==> config.mk <==
export PLATFORM = sky130hd
export DESIGN_NAME = multichannel_pwm_with_serial_command_core
export DESIGN_NICKNAME = d
export VERILOG_FILES = /design/src/hw/rtl/mpwm_pkg.sv /design/src/hw/rtl/mpwm_serial.sv /design/src/hw/rtl/mpwm_engine.sv /design/src/hw/rtl/multichannel_pwm_with_serial_command_core.sv
export SDC_FILE = /design/constraint.sdc
export NUM_CORES = 1
export LEC_CHECK = 0
export ABC_AREA = 1
export ABC_CLOCK_PERIOD_IN_PS = 2590
export BUFFER_PORTS_ARGS = -buffer_cell sky130_fd_sc_hd__buf_2
export CAP_MARGIN = 10
export CORE_MARGIN = 2
export CORE_UTILIZATION = 55
export DETAILED_ROUTE_END_ITERATION = 10
export PLACE_DENSITY = 0.85
export SLEW_MARGIN = 5
export SYNTH_ARGS = -nofsm -noshare
export SYNTH_HDL_FRONTEND = slang
export SYNTH_SLANG_ARGS = --single-unit
==> constraint.sdc <==
create_clock -name clk -period 2.59 [get_ports clk]
set_input_delay 0.518 -clock clk [delete_from_list [all_inputs] [get_ports clk]]
set_output_delay 0.518 -clock clk [all_outputs]
set_load 0.1 [all_outputs]
==> src/hw/rtl/mpwm_pkg.sv <==
// Shared constants and types for the multichannel PWM with serial command block.
`default_nettype none
package mpwm_pkg;

	localparam int CHANNELS    = 3;
	localparam int LEVEL_COUNT = 3;
	localparam int CH_USED     = (CHANNELS < LEVEL_COUNT) ? CHANNELS : LEVEL_COUNT;
	localparam int PERIOD      = 256;
	localparam int CNT_W       = (PERIOD > 2) ? $clog2(PERIOD) : 1;
	localparam int BYTE_BITS   = 8;
	localparam int BIT_IDX_W   = 3;
	localparam int LEVEL_W     = 16;
	localparam int DRIVE_W     = 3;

	localparam int IN_TDATA_W  = 56;
	localparam int OUT_TDATA_W = 16;

	typedef enum logic [1:0] {
		PROG_NONE  = 2'd0,
		PROG_TEST  = 2'd1,
		PROG_PULSE = 2'd2,
		PROG_SWEEP = 2'd3
	} prog_sel_t;

	typedef logic [LEVEL_COUNT-1:0][LEVEL_W-1:0] level_arr_t;

	typedef struct packed {
		logic                 loaded;
		prog_sel_t            prog_sel;
		logic [BYTE_BITS-1:0] cmd_byte;
	} cmd_status_t;

endpackage
`default_nettype wire

==> src/hw/rtl/mpwm_serial.sv <==
// Serial command receiver: LSB-first byte shifter and program select register.
`default_nettype none
module mpwm_serial (
	input  wire                  clk,
	input  wire                  arst_n,
	input  wire                  en,
	input  wire                  clock_level,
	input  wire                  data_level,
	output mpwm_pkg::cmd_status_t status_next
);
	import mpwm_pkg::*;

	logic [BYTE_BITS-1:0] shift_q;
	logic [BIT_IDX_W-1:0] bit_idx_q;
	logic                 last_clk_q;
	prog_sel_t            prog_q;
	logic [BYTE_BITS-1:0] last_byte_q;

	logic [BYTE_BITS-1:0] shift_d;
	logic [BIT_IDX_W-1:0] bit_idx_d;
	prog_sel_t            prog_d;
	logic [BYTE_BITS-1:0] last_byte_d;
	logic [BYTE_BITS-1:0] merged;
	logic                 rise;
	logic                 done;

	always_comb begin
		rise        = clock_level && !last_clk_q;
		merged      = shift_q | (BYTE_BITS'(data_level) << bit_idx_q);
		done        = 1'b0;
		shift_d     = shift_q;
		bit_idx_d   = bit_idx_q;
		prog_d      = prog_q;
		last_byte_d = last_byte_q;
		if (rise) begin
			if (bit_idx_q == BIT_IDX_W'(BYTE_BITS - 1)) begin
				done        = 1'b1;
				last_byte_d = merged;
				// unknown commands keep the old program
				if (merged[BYTE_BITS-1:2] == '0) begin
					prog_d = prog_sel_t'(merged[1:0]);
				end
				shift_d   = '0;
				bit_idx_d = '0;
			end else begin
				shift_d   = merged;
				bit_idx_d = bit_idx_q + BIT_IDX_W'(1);
			end
		end
	end

	assign status_next.loaded   = done;
	assign status_next.prog_sel = prog_d;
	assign status_next.cmd_byte = last_byte_d;

	always_ff @(posedge clk or negedge arst_n) begin
		if (!arst_n) begin
			shift_q     <= '0;
			bit_idx_q   <= '0;
			last_clk_q  <= 1'b0;
			prog_q      <= PROG_PULSE;
			last_byte_q <= '0;
		end else if (en) begin
			shift_q     <= shift_d;
			bit_idx_q   <= bit_idx_d;
			last_clk_q  <= clock_level;
			prog_q      <= prog_d;
			last_byte_q <= last_byte_d;
		end
	end

`ifndef NO_ASSERTIONS
	a_byte_restart: assert property (@(posedge clk) disable iff (!arst_n)
		en && done |=> bit_idx_q == '0 && shift_q == '0)
		else $error("shifter not cleared after a complete byte");
`endif

endmodule
`default_nettype wire

==> src/hw/rtl/mpwm_engine.sv <==
// PWM period counter, per-channel on-time latches and drive bits.
`default_nettype none
module mpwm_engine (
	input  wire                          clk,
	input  wire                          arst_n,
	input  wire                          en,
	input  wire                          tick,
	input  wire                          restart,
	input  wire mpwm_pkg::level_arr_t    levels,
	input  wire [mpwm_pkg::DRIVE_W-1:0] ch_disable,
	output logic [mpwm_pkg::DRIVE_W-1:0] drive_next
);
	import mpwm_pkg::*;

	logic [CNT_W-1:0]                 pc_q;
	logic [LEVEL_COUNT-1:0][7:0]      on_q;
	logic [DRIVE_W-1:0]               drive_q;

	logic [CNT_W-1:0]                 pc_base;
	logic [CNT_W:0]                   pc_inc;
	logic                             wrap;
	logic [CNT_W-1:0]                 pc_d;
	logic [LEVEL_COUNT-1:0][7:0]      on_d;
	logic [DRIVE_W-1:0]               drive_d;

	always_comb begin
		// a completed command restarts the period so the next tick latches
		pc_base = restart ? CNT_W'(PERIOD - 1) : pc_q;
		pc_inc  = {1'b0, pc_base} + (CNT_W+1)'(1);
		wrap    = tick && (pc_inc >= (CNT_W+1)'(PERIOD));
		if (!tick) begin
			pc_d = pc_base;
		end else if (wrap) begin
			pc_d = '0;
		end else begin
			pc_d = pc_inc[CNT_W-1:0];
		end
		on_d    = on_q;
		drive_d = '0;
		for (int i = 0; i < DRIVE_W; i++) begin
			if (i < CH_USED) begin
				drive_d[i] = drive_q[i];
				if (wrap) begin
					on_d[i]    = levels[i][LEVEL_W-1 -: 8];
					drive_d[i] = (levels[i][LEVEL_W-1 -: 8] != 8'd0) && !ch_disable[i];
				end
				if (tick && ({{(9-CNT_W){1'b0}}, pc_d} == {1'b0, on_d[i]})) begin
					drive_d[i] = 1'b0;
				end
			end
		end
	end

	assign drive_next = drive_d;

	always_ff @(posedge clk or negedge arst_n) begin
		if (!arst_n) begin
			pc_q    <= '0;
			on_q    <= '0;
			drive_q <= '0;
		end else if (en) begin
			pc_q    <= pc_d;
			on_q    <= on_d;
			drive_q <= drive_d;
		end
	end

`ifndef NO_ASSERTIONS
	a_restart_count: assert property (@(posedge clk) disable iff (!arst_n)
		en && restart && !tick |=> pc_q == CNT_W'(PERIOD - 1))
		else $error("period restart did not preset the counter");
`endif

endmodule
`default_nettype wire

==> src/hw/rtl/multichannel_pwm_with_serial_command_core.sv <==
// Top level: input register, serial receiver, PWM engine and result register.
//
//  channel  | dir | fields (low bit up)
//  s_axis   | in  | tdata: timer_tick, clock_level, data_level, level_ch0, level_ch1, level_ch2
//  m_axis   | out | tdata: channel_drive, program_select, program_loaded, command_byte
//  cfg      | in  | cfg_wr_en / cfg_wr_data: channel_disable
//
// One item per cycle while the result is not stalled; an accepted item passes through the input
// register, then the result register that holds the updated state.
// Reset is asynchronous and active low; program resets to pulse, other state to zero (input/result data not reset).
// A stalled result holds the pipeline: the input register takes an item whenever it
// is empty or moves on into the result register in the same cycle.
`default_nettype none
module multichannel_pwm_with_serial_command_core (
	input  wire                                 clk,
	input  wire                                 arst_n,
	input  wire                                 s_axis_tvalid,
	output logic                                s_axis_tready,
	// timer_tick[0], clock_level[1], data_level[2], level_ch0[18:3],
	// level_ch1[34:19], level_ch2[50:35], zero pad
	input  wire [mpwm_pkg::IN_TDATA_W-1:0]     s_axis_tdata,
	output logic                                m_axis_tvalid,
	input  wire                                 m_axis_tready,
	// channel_drive[2:0], program_select[4:3], program_loaded[5], command_byte[13:6],
	// zero pad
	output logic [mpwm_pkg::OUT_TDATA_W-1:0]   m_axis_tdata,
	input  wire                                 cfg_wr_en,
	input  wire [mpwm_pkg::DRIVE_W-1:0]        cfg_wr_data
);
	import mpwm_pkg::*;

	logic                    valid_s1;
	logic                    tick_s1;
	logic                    clk_lvl_s1;
	logic                    dat_lvl_s1;
	level_arr_t              levels_s1;

	logic                    out_valid_q;
	logic [OUT_TDATA_W-1:0]  out_data_q;
	logic [DRIVE_W-1:0]      disable_q;

	logic                    advance;
	logic                    take_in;
	cmd_status_t             status_next;
	logic [DRIVE_W-1:0]      drive_next;

	assign advance       = valid_s1 && (!out_valid_q || m_axis_tready);
	assign s_axis_tready = !valid_s1 || advance;
	assign take_in       = s_axis_tvalid && s_axis_tready;

	always_ff @(posedge clk or negedge arst_n) begin
		if (!arst_n) begin
			disable_q <= '0;
		end else if (cfg_wr_en) begin
			disable_q <= cfg_wr_data;
		end
	end

	always_ff @(posedge clk or negedge arst_n) begin
		if (!arst_n) begin
			valid_s1 <= 1'b0;
		end else if (s_axis_tready) begin
			valid_s1 <= s_axis_tvalid;
		end
	end

	always_ff @(posedge clk) begin
		if (take_in) begin
			tick_s1      <= s_axis_tdata[0];
			clk_lvl_s1   <= s_axis_tdata[1];
			dat_lvl_s1   <= s_axis_tdata[2];
			levels_s1[0] <= s_axis_tdata[18:3];
			levels_s1[1] <= s_axis_tdata[34:19];
			levels_s1[2] <= s_axis_tdata[50:35];
		end
	end

	mpwm_serial u_serial (
		.clk         (clk),
		.arst_n      (arst_n),
		.en          (advance),
		.clock_level (clk_lvl_s1),
		.data_level  (dat_lvl_s1),
		.status_next (status_next)
	);

	mpwm_engine u_engine (
		.clk        (clk),
		.arst_n     (arst_n),
		.en         (advance),
		.tick       (tick_s1),
		.restart    (status_next.loaded),
		.levels     (levels_s1),
		.ch_disable (disable_q),
		.drive_next (drive_next)
	);

	always_ff @(posedge clk or negedge arst_n) begin
		if (!arst_n) begin
			out_valid_q <= 1'b0;
		end else if (advance) begin
			out_valid_q <= 1'b1;
		end else if (m_axis_tready) begin
			out_valid_q <= 1'b0;
		end
	end

	always_ff @(posedge clk) begin
		if (advance) begin
			out_data_q <= {2'b00, status_next.cmd_byte, status_next.loaded,
				status_next.prog_sel, drive_next};
		end
	end

	assign m_axis_tvalid = out_valid_q;
	assign m_axis_tdata  = out_data_q;

`ifndef NO_ASSERTIONS
	a_ready_only_when_free: assert property (@(posedge clk) disable iff (!arst_n)
		!s_axis_tready |-> valid_s1 && out_valid_q && !m_axis_tready)
		else $error("input stalled without a blocked result");

	a_known_cmd_selects: assert property (@(posedge clk) disable iff (!arst_n)
		m_axis_tvalid && m_axis_tdata[5] && m_axis_tdata[13:8] == 6'd0
		|-> m_axis_tdata[4:3] == m_axis_tdata[7:6])
		else $error("known command did not select its program");

	a_advance_fills_output: assert property (@(posedge clk) disable iff (!arst_n)
		advance |=> out_valid_q)
		else $error("processed item produced no result");
`endif

endmodule
`default_nettype wire
==> run metrics, run 1 <==
GRT overflow=0; Post-synth EDFFs=41; Tightest Pin Transition=0.528 ns; CP peak stage delay=0.37 ns; R2R setup slack=0.01 ns; most frequent CP cell=nand2_1; synth top area cells=dfrtp_1 30%, edfxtp_1 24%, nand2_1 16%, inv_1 6.0%, o21ai_0 6.0%; min Tclk post-route=2.58 ns; maxcap violations=0; die footprint=9950 µm²; sequential area share after synthesis=55.2%; Die Y=99.8 µm; Hold Path Stages=1; Worst setup EP type=register; vias=4226; FF/Latch Area=2780 µm²; gr usage total=23.1%; vias in the first global route=4072; Post-Syn Area=5040 µm²; clk slew on worst S/H paths=0.11 ns; wire length on met3=549 µm; Ant. Diodes=0; share of cells above drive strength 1=18.6%; Max Transition Viols Final=0; async set-reset flop share out of synthesis=60.2%; worst r2r path cells=15; status=completed; Max Clk Rate=388 MHz; clk buf depth=2; Worst Hold Launch=s_axis_tdata[2]; dominant synthesized flop cell=dfrtp_1; CORE AREA=8810 µm²; GP Congestion=0.932; area delta synth->final=16.2%; hold worst-path end=dat_lvl_s1$_DFFE_PP_; Worst Setup Start Kind=register; Via density=5.35; CTS tree=yes; largest area contributor in the netlist=dfrtp_1; worst-path fanout max=8; io pins=82; Slew HR=64.8%; post-synth top area share=30.3%; Top Layer Used=met4; # fillers=683; Net count, final=743; clk root buf=clkbuf_8; final hold violations=0; worst hold path type=in -> reg; most common cell in the netlist=nand2_1; slowest stage cell, crit path=dfrtp_1; met2 wire length=5420 µm; RR Endpoint=m_axis_tdata[1]$_DFFE_PP_; Post-Syn Instances=610; Post-Route WL=10900 µm; clock sinks=103; Multi-input gate area=1940 µm²; final setup skew=0.0156 ns; r2r startpoint=u_serial.bit_idx_q[1]$_DFFE_PN0P_; PD cells=861 nW/µm²; die width=99.8 µm; Ys Warns=0; H-tree depth=3; critical path arrival=2.72 ns; first-pass GRT wire length=18200 µm; Netlist cell types=34; WL per Instance=13.7 µm; LEAKAGE=2.81 nW; Setup TNS Final=0 ns; worst hold slack=0.317 ns; CTS buffer count=9; top cells by count, synth=214 x nand2_1, 80 x inv_1, 61 x dfrtp_1, 60 x o21ai_0, 50 x nand3_1; Port Buffers=50; Syn Area/Cell=8.27 µm²; worst path cell trace=ha_2 -> ha_4 -> nand3_4 -> buf_4 -> o21ai_1 -> nand3_4 -> nand2_2 -> nand2_4 -> inv_2 -> nand2_1 -> nand2_1 -> nand2_1 -> nor2_1 -> nand3_1 -> and2_1; starting DRC count in detailed routing=323; unrepaired setup endpoints after global routing=yes; post-route antenna net violation count=0; Clock Latency Late Sink=0.37 ns; starting density of the core=57.3%; CP Class=reg -> reg; fin crit share=99.4%; hpwl dp=7630 µm; worst vdd ir=384 µV; met1 WL=4660 µm; DR DRC count=0; critical path required time=2.73 ns; post-synthesis register bit count=103; std cell rows=34; final setup fails=0; First-pass DRT Iterations=8; initial antenna violation count=0; largest net degree at the start of global routing=60
[where the power goes]
group          internal, mW  switching (mW)
Combinational         0.560            1.32
Clock                 0.459           0.586
Sequential             1.98           0.132
Total                  3.00            2.04
[cell usage in the layout (no fill, tap or decap), types with 6 or more instances in the layout]
cell	synthesis	routed
o21ai_0	60	58
clkbuf_8	0	9
nand2_2	4	10
nand2_1	214	205
buf_4	3	23
nand3_1	50	48
inv_1	80	77
inv_2	3	6
nor2_1	21	21
edfxtp_1	41	41
buf_2	4	50
a21oi_1	11	11
dfrtp_1	61	61
[critical path, delay by kind of cell, from the launching register on]
kind	cells	cell delay (ns)
simple gates	10	1.13
flops	1	0.37
fa+ha+maj	2	0.35
buf+inv	2	0.28
compound gates	1	0.19
[through the flow]
step                      utilization [%]  total power, mW  cell area (µm²)  std cells  setup WS (ns)
after floorplan                         -             3.44             5060        611          0.259
after global placement               62.7             3.82             5520        769         0.0962
after detailed placement             62.7             3.89             5520        769       -0.00530
after CTS                            65.3             4.94             5750        788         0.0176
after global routing                 66.6             5.36             5860        790        -0.0674
final                                66.6             5.04             5860        790         0.0145
[how the worst max path moves through the flow]
stage	from	end	slack, ns	cells after the start
2_1_floorplan	m_axis_tvalid$_DFFE_PN0P_	clk_lvl_s1$_DFFE_PP_	0.26	3
3_3_place_gp	u_serial.bit_idx_q[0]$_DFFE_PN0P_	m_axis_tdata[0]$_DFFE_PP_	0.1	16
3_5_place_dp	u_serial.bit_idx_q[1]$_DFFE_PN0P_	m_axis_tdata[1]$_DFFE_PP_	-0.005	17
4_1_cts	u_serial.bit_idx_q[1]$_DFFE_PN0P_	m_axis_tdata[1]$_DFFE_PP_	0.02	17
5_1_grt	u_serial.bit_idx_q[0]$_DFFE_PN0P_	m_axis_tdata[2]$_DFFE_PP_	-0.07	16
6_report	u_serial.bit_idx_q[1]$_DFFE_PN0P_	m_axis_tdata[1]$_DFFE_PP_	0.01	15
[metal layers]
metal  GRT usage (%)  up-vias
li1                -     2080
met1            29.5     1974
met2            39.8      147
met3            4.81       25
met4            7.59        0
met5               0        -
[logic make-up (layout without fill, tap and decap cells)]
family	Yosys count	in the layout	share of synthesized area [%]
AOI/OAI and AO/OA	91	91	10.2
adders and majority gates	2	2	0.496
buffers and inverters	107	178	8.58
DFF	103	103	55.2
other	1	2	0.0743
and+or+nand+nor	306	306	25.5
[area by class of cell]
class / instances / share of cell area (%)
Inverter: 85 / 5.44
Multi-Input combinational cell: 401 / 33.1
Clock inverter: 7 / 1.32
Clock buffer: 9 / 2.11
Tap cell: 108 / 2.31
Sequential cell: 103 / 47.5
Timing Repair Buffer: 77 / 8.26
[registers in the layout, indices dropped and copies added (netlist names)]
| register | cells |
|---|---|
| clk_lvl_s1 | 1 |
| dat_lvl_s1 | 1 |
| disable_q | 3 |
| levels_s1 | 24 |
| m_axis_tdata | 14 |
| m_axis_tvalid | 1 |
| tick_s1 | 1 |
| u_engine.drive_q | 3 |
| u_engine.on_q | 24 |
| u_engine.pc_q | 8 |
| u_serial.bit_idx_q | 3 |
| u_serial.last_byte_q | 8 |
| u_serial.last_clk_q | 1 |
| u_serial.prog_q | 2 |
| u_serial.shift_q | 8 |
| valid_s1 | 1 |
[timing repair]
action                                 in CTS  in global routing
setup endpoints to repair                   1                  6
pin swaps                                   1                  6
setup buffers                               2                  2
resized for setup                           1                 27
hold buffers                                1                  0
endpoints found under the hold margin       2                  0
Power figures use the tool's default switching activity.
==> inputs of run 2 (changes only) <==
Settings changed: ABC_CLOCK_PERIOD_IN_PS 2590 to 2280, CAP_MARGIN 10 to 20, CORE_UTILIZATION 55 to 51, PLACE_DENSITY 0.85 to 0.83.
Clock period 2.59 ns to 2.28 ns, I/O delays scaled along.
==> run metrics, run 2 (synthesis results as in run 1) <==
critical path arrival=2.67 ns (was 2.72 ns); vias in the first global route=4064 (was 4072); die width=103 µm (was 99.8 µm); Port Buffers=50 (unchanged); CP Class=reg -> reg (unchanged); clk slew on worst S/H paths=0.10 ns (was 0.11 ns); Max Clk Rate=395 MHz (was 388 MHz); sequential share of power=42.5% (was 42.0%); Tightest Pin Transition=0.818 ns (was 0.528 ns); Clk pwr share=19.8% (was 20.7%); Via density=5.21 (was 5.35); critical path required time=2.42 ns (was 2.73 ns); GRT overflow=0 (unchanged); most common cell after layout, fill and taps aside=nand2_1 (unchanged); post-route antenna net violation count=0 (unchanged); sw frac=39.9% (was 40.4%); initial antenna violation count=0 (unchanged); Die Y=103 µm (was 99.8 µm); gr usage total=22.6% (was 23.1%); worst hold path type=in -> async (was in -> reg); final worst slack=-0.252 ns (was 0.0145 ns); Worst setup EP type=register (unchanged); worst setup slack after placement=-0.310 ns (was -0.00530 ns); Final Util=61.9% (was 66.6%); clk buf depth=2 (unchanged); hold buffers post-CTS=0 (was 1); final hold violations=0 (unchanged); WL per Instance=13.5 µm (was 13.7 µm); final setup fails=10 (was 0); io pins=82 (unchanged); Post-Route WL=11200 µm (was 10900 µm); maxcap violations=0 (unchanged); min Tclk post-route=2.53 ns (was 2.58 ns); # fillers=796 (was 683); starting density of the core=52.1% (was 57.3%); hpwl dp=7820 µm (was 7630 µm); cell-internal power=3.41 mW (was 3.00 mW); PD cells=945 nW/µm² (was 861 nW/µm²); commonest cells after routing, fill and taps aside=200 x nand2_1, 76 x inv_1, 60 x dfrtp_1 (was 205 x nand2_1, 77 x inv_1, 61 x dfrtp_1); starting DRC count in detailed routing=229 (was 323); CTS buffer count=9 (unchanged); area delta synth->final=18.8% (was 16.2%); Switching Power=2.26 mW (was 2.04 mW); first-pass GRT wire length=18400 µm (was 18200 µm); Ant. Diodes=0 (unchanged); worst-path fanout max=15 (was 8); clock sinks=103 (unchanged); std cell rows=36 (was 34); worst hold slack=0.172 ns (was 0.317 ns); GP Congestion=0.914 (was 0.932); unrepaired setup endpoints after global routing=yes (unchanged); largest net degree at the start of global routing=60 (unchanged); Comb power frac=37.7% (was 37.3%); worst vdd ir=546 µV (was 384 µV); First-pass DRT Iterations=5 (was 8); DR DRC count=0 (unchanged); H-tree depth=3 (unchanged); fin crit share=111% (was 99.4%); clk root buf=clkbuf_8 (unchanged); failing checks=setup timing; LEAKAGE=2.87 nW (was 2.81 nW); status=complete, but fails checks (was completed); Max Transition Viols Final=0 (unchanged); final setup skew=0.0130 ns (was 0.0156 ns); Clock Latency Late Sink=0.38 ns (was 0.37 ns); share of cells above drive strength 1=21.0% (was 18.6%); worst r2r path cells=15 (unchanged); Worst Setup Start Kind=register (unchanged); CTS tree=yes (unchanged); CORE AREA=9680 µm² (was 8810 µm²); Slew HR=45.4% (was 64.8%); vias=4317 (was 4226); Net count, final=756 (was 743); die footprint=10700 µm² (was 9950 µm²)
==> run 2: worst paths after layout <==
kind	startpoint	end	slack [ns]
setup / recovery	u_serial.bit_idx_q[1]$_DFFE_PN0P_	m_axis_tdata[1]$_DFFE_PP_	-0.25
hold / removal	arst_n	u_serial.shift_q[2]$_DFFE_PN0P_	0.17
setup reg to reg	u_serial.bit_idx_q[1]$_DFFE_PN0P_	m_axis_tdata[1]$_DFFE_PP_	-0.25
hold reg to reg	u_serial.prog_q[1]$_DFFE_PN1P_	u_serial.prog_q[1]$_DFFE_PN1P_	0.49
max in group asynchronous	arst_n	disable_q[2]$_DFFE_PN0P_	1.45
min in group clk	s_axis_tdata[46]	levels_s1[43]$_DFFE_PP_	0.26
==> run 2: worst max-delay path, stage by stage (launching register included) <==
cell     delay (ns)
dfrtp_1        0.36
ha_2           0.21
ha_4           0.16
nand3_4        0.16
o21ai_4        0.13
nand3_2        0.14
nor2_4         0.19
buf_12         0.17
nand2_2        0.07
nand2_2        0.07
nand2_1        0.05
nand2_1        0.06
nand2_1        0.08
nor2_1         0.14
nand3_1        0.13
and2_1         0.16
==> run 2: layout make-up <==
class / instances / area, µm² / share of cell area, %
Clock inverter: 5 / 56.3 / 0.939
Multi-Input combinational cell: 401 / 1930 / 32.2
Sequential cell: 103 / 2790 / 46.5
Timing Repair Buffer: 90 / 604 / 10.1
Inverter: 85 / 319 / 5.32
Tap cell: 133 / 166 / 2.78
Clock buffer: 11 / 131 / 2.19
==> run 2: per-layer routing <==
metal  track usage [%]  share of wire [%]  vias to the layer above
met5                 0                  0                        -
met4              11.1                3.8                        0
met3              5.98                6.6                       36
met2              36.6                 48                      187
met1              28.1                 41                     1982
li1                  -                  -                     2112
==> run 2: power groups by stage <==
stage	clock [mW]	sequential, mW	combinational (mW)
after floorplan	0	2.74	1.17
after global placement	0	2.42	1.95
after detailed placement	0	2.43	2.02
after CTS	1.13	2.40	2.08
after global routing	1.23	2.43	2.37
final	1.12	2.41	2.14
==> run 2: stage by stage <==
step	power, mW	cell area (µm²)	std cells	TNS [ns]
floorplan	3.91	5070	611	0
global placement	4.37	5670	807	-0.556
detailed placement	4.45	5670	807	-1.33
CTS	5.61	6000	828	-0.806
global route	6.03	6000	828	-2.64
finish	5.66	6000	828	-1.25
==> run 2: what timing repair did <==
item | 4_1_cts | 5_1_grt
pin swaps | 3 | 7
setup endpoints to repair | 6 | 11
buffers inserted | 4 | 1
gates resized for setup | 25 | 8
cloned | 1 | 0
endpoints found under the hold margin | 0 | 0
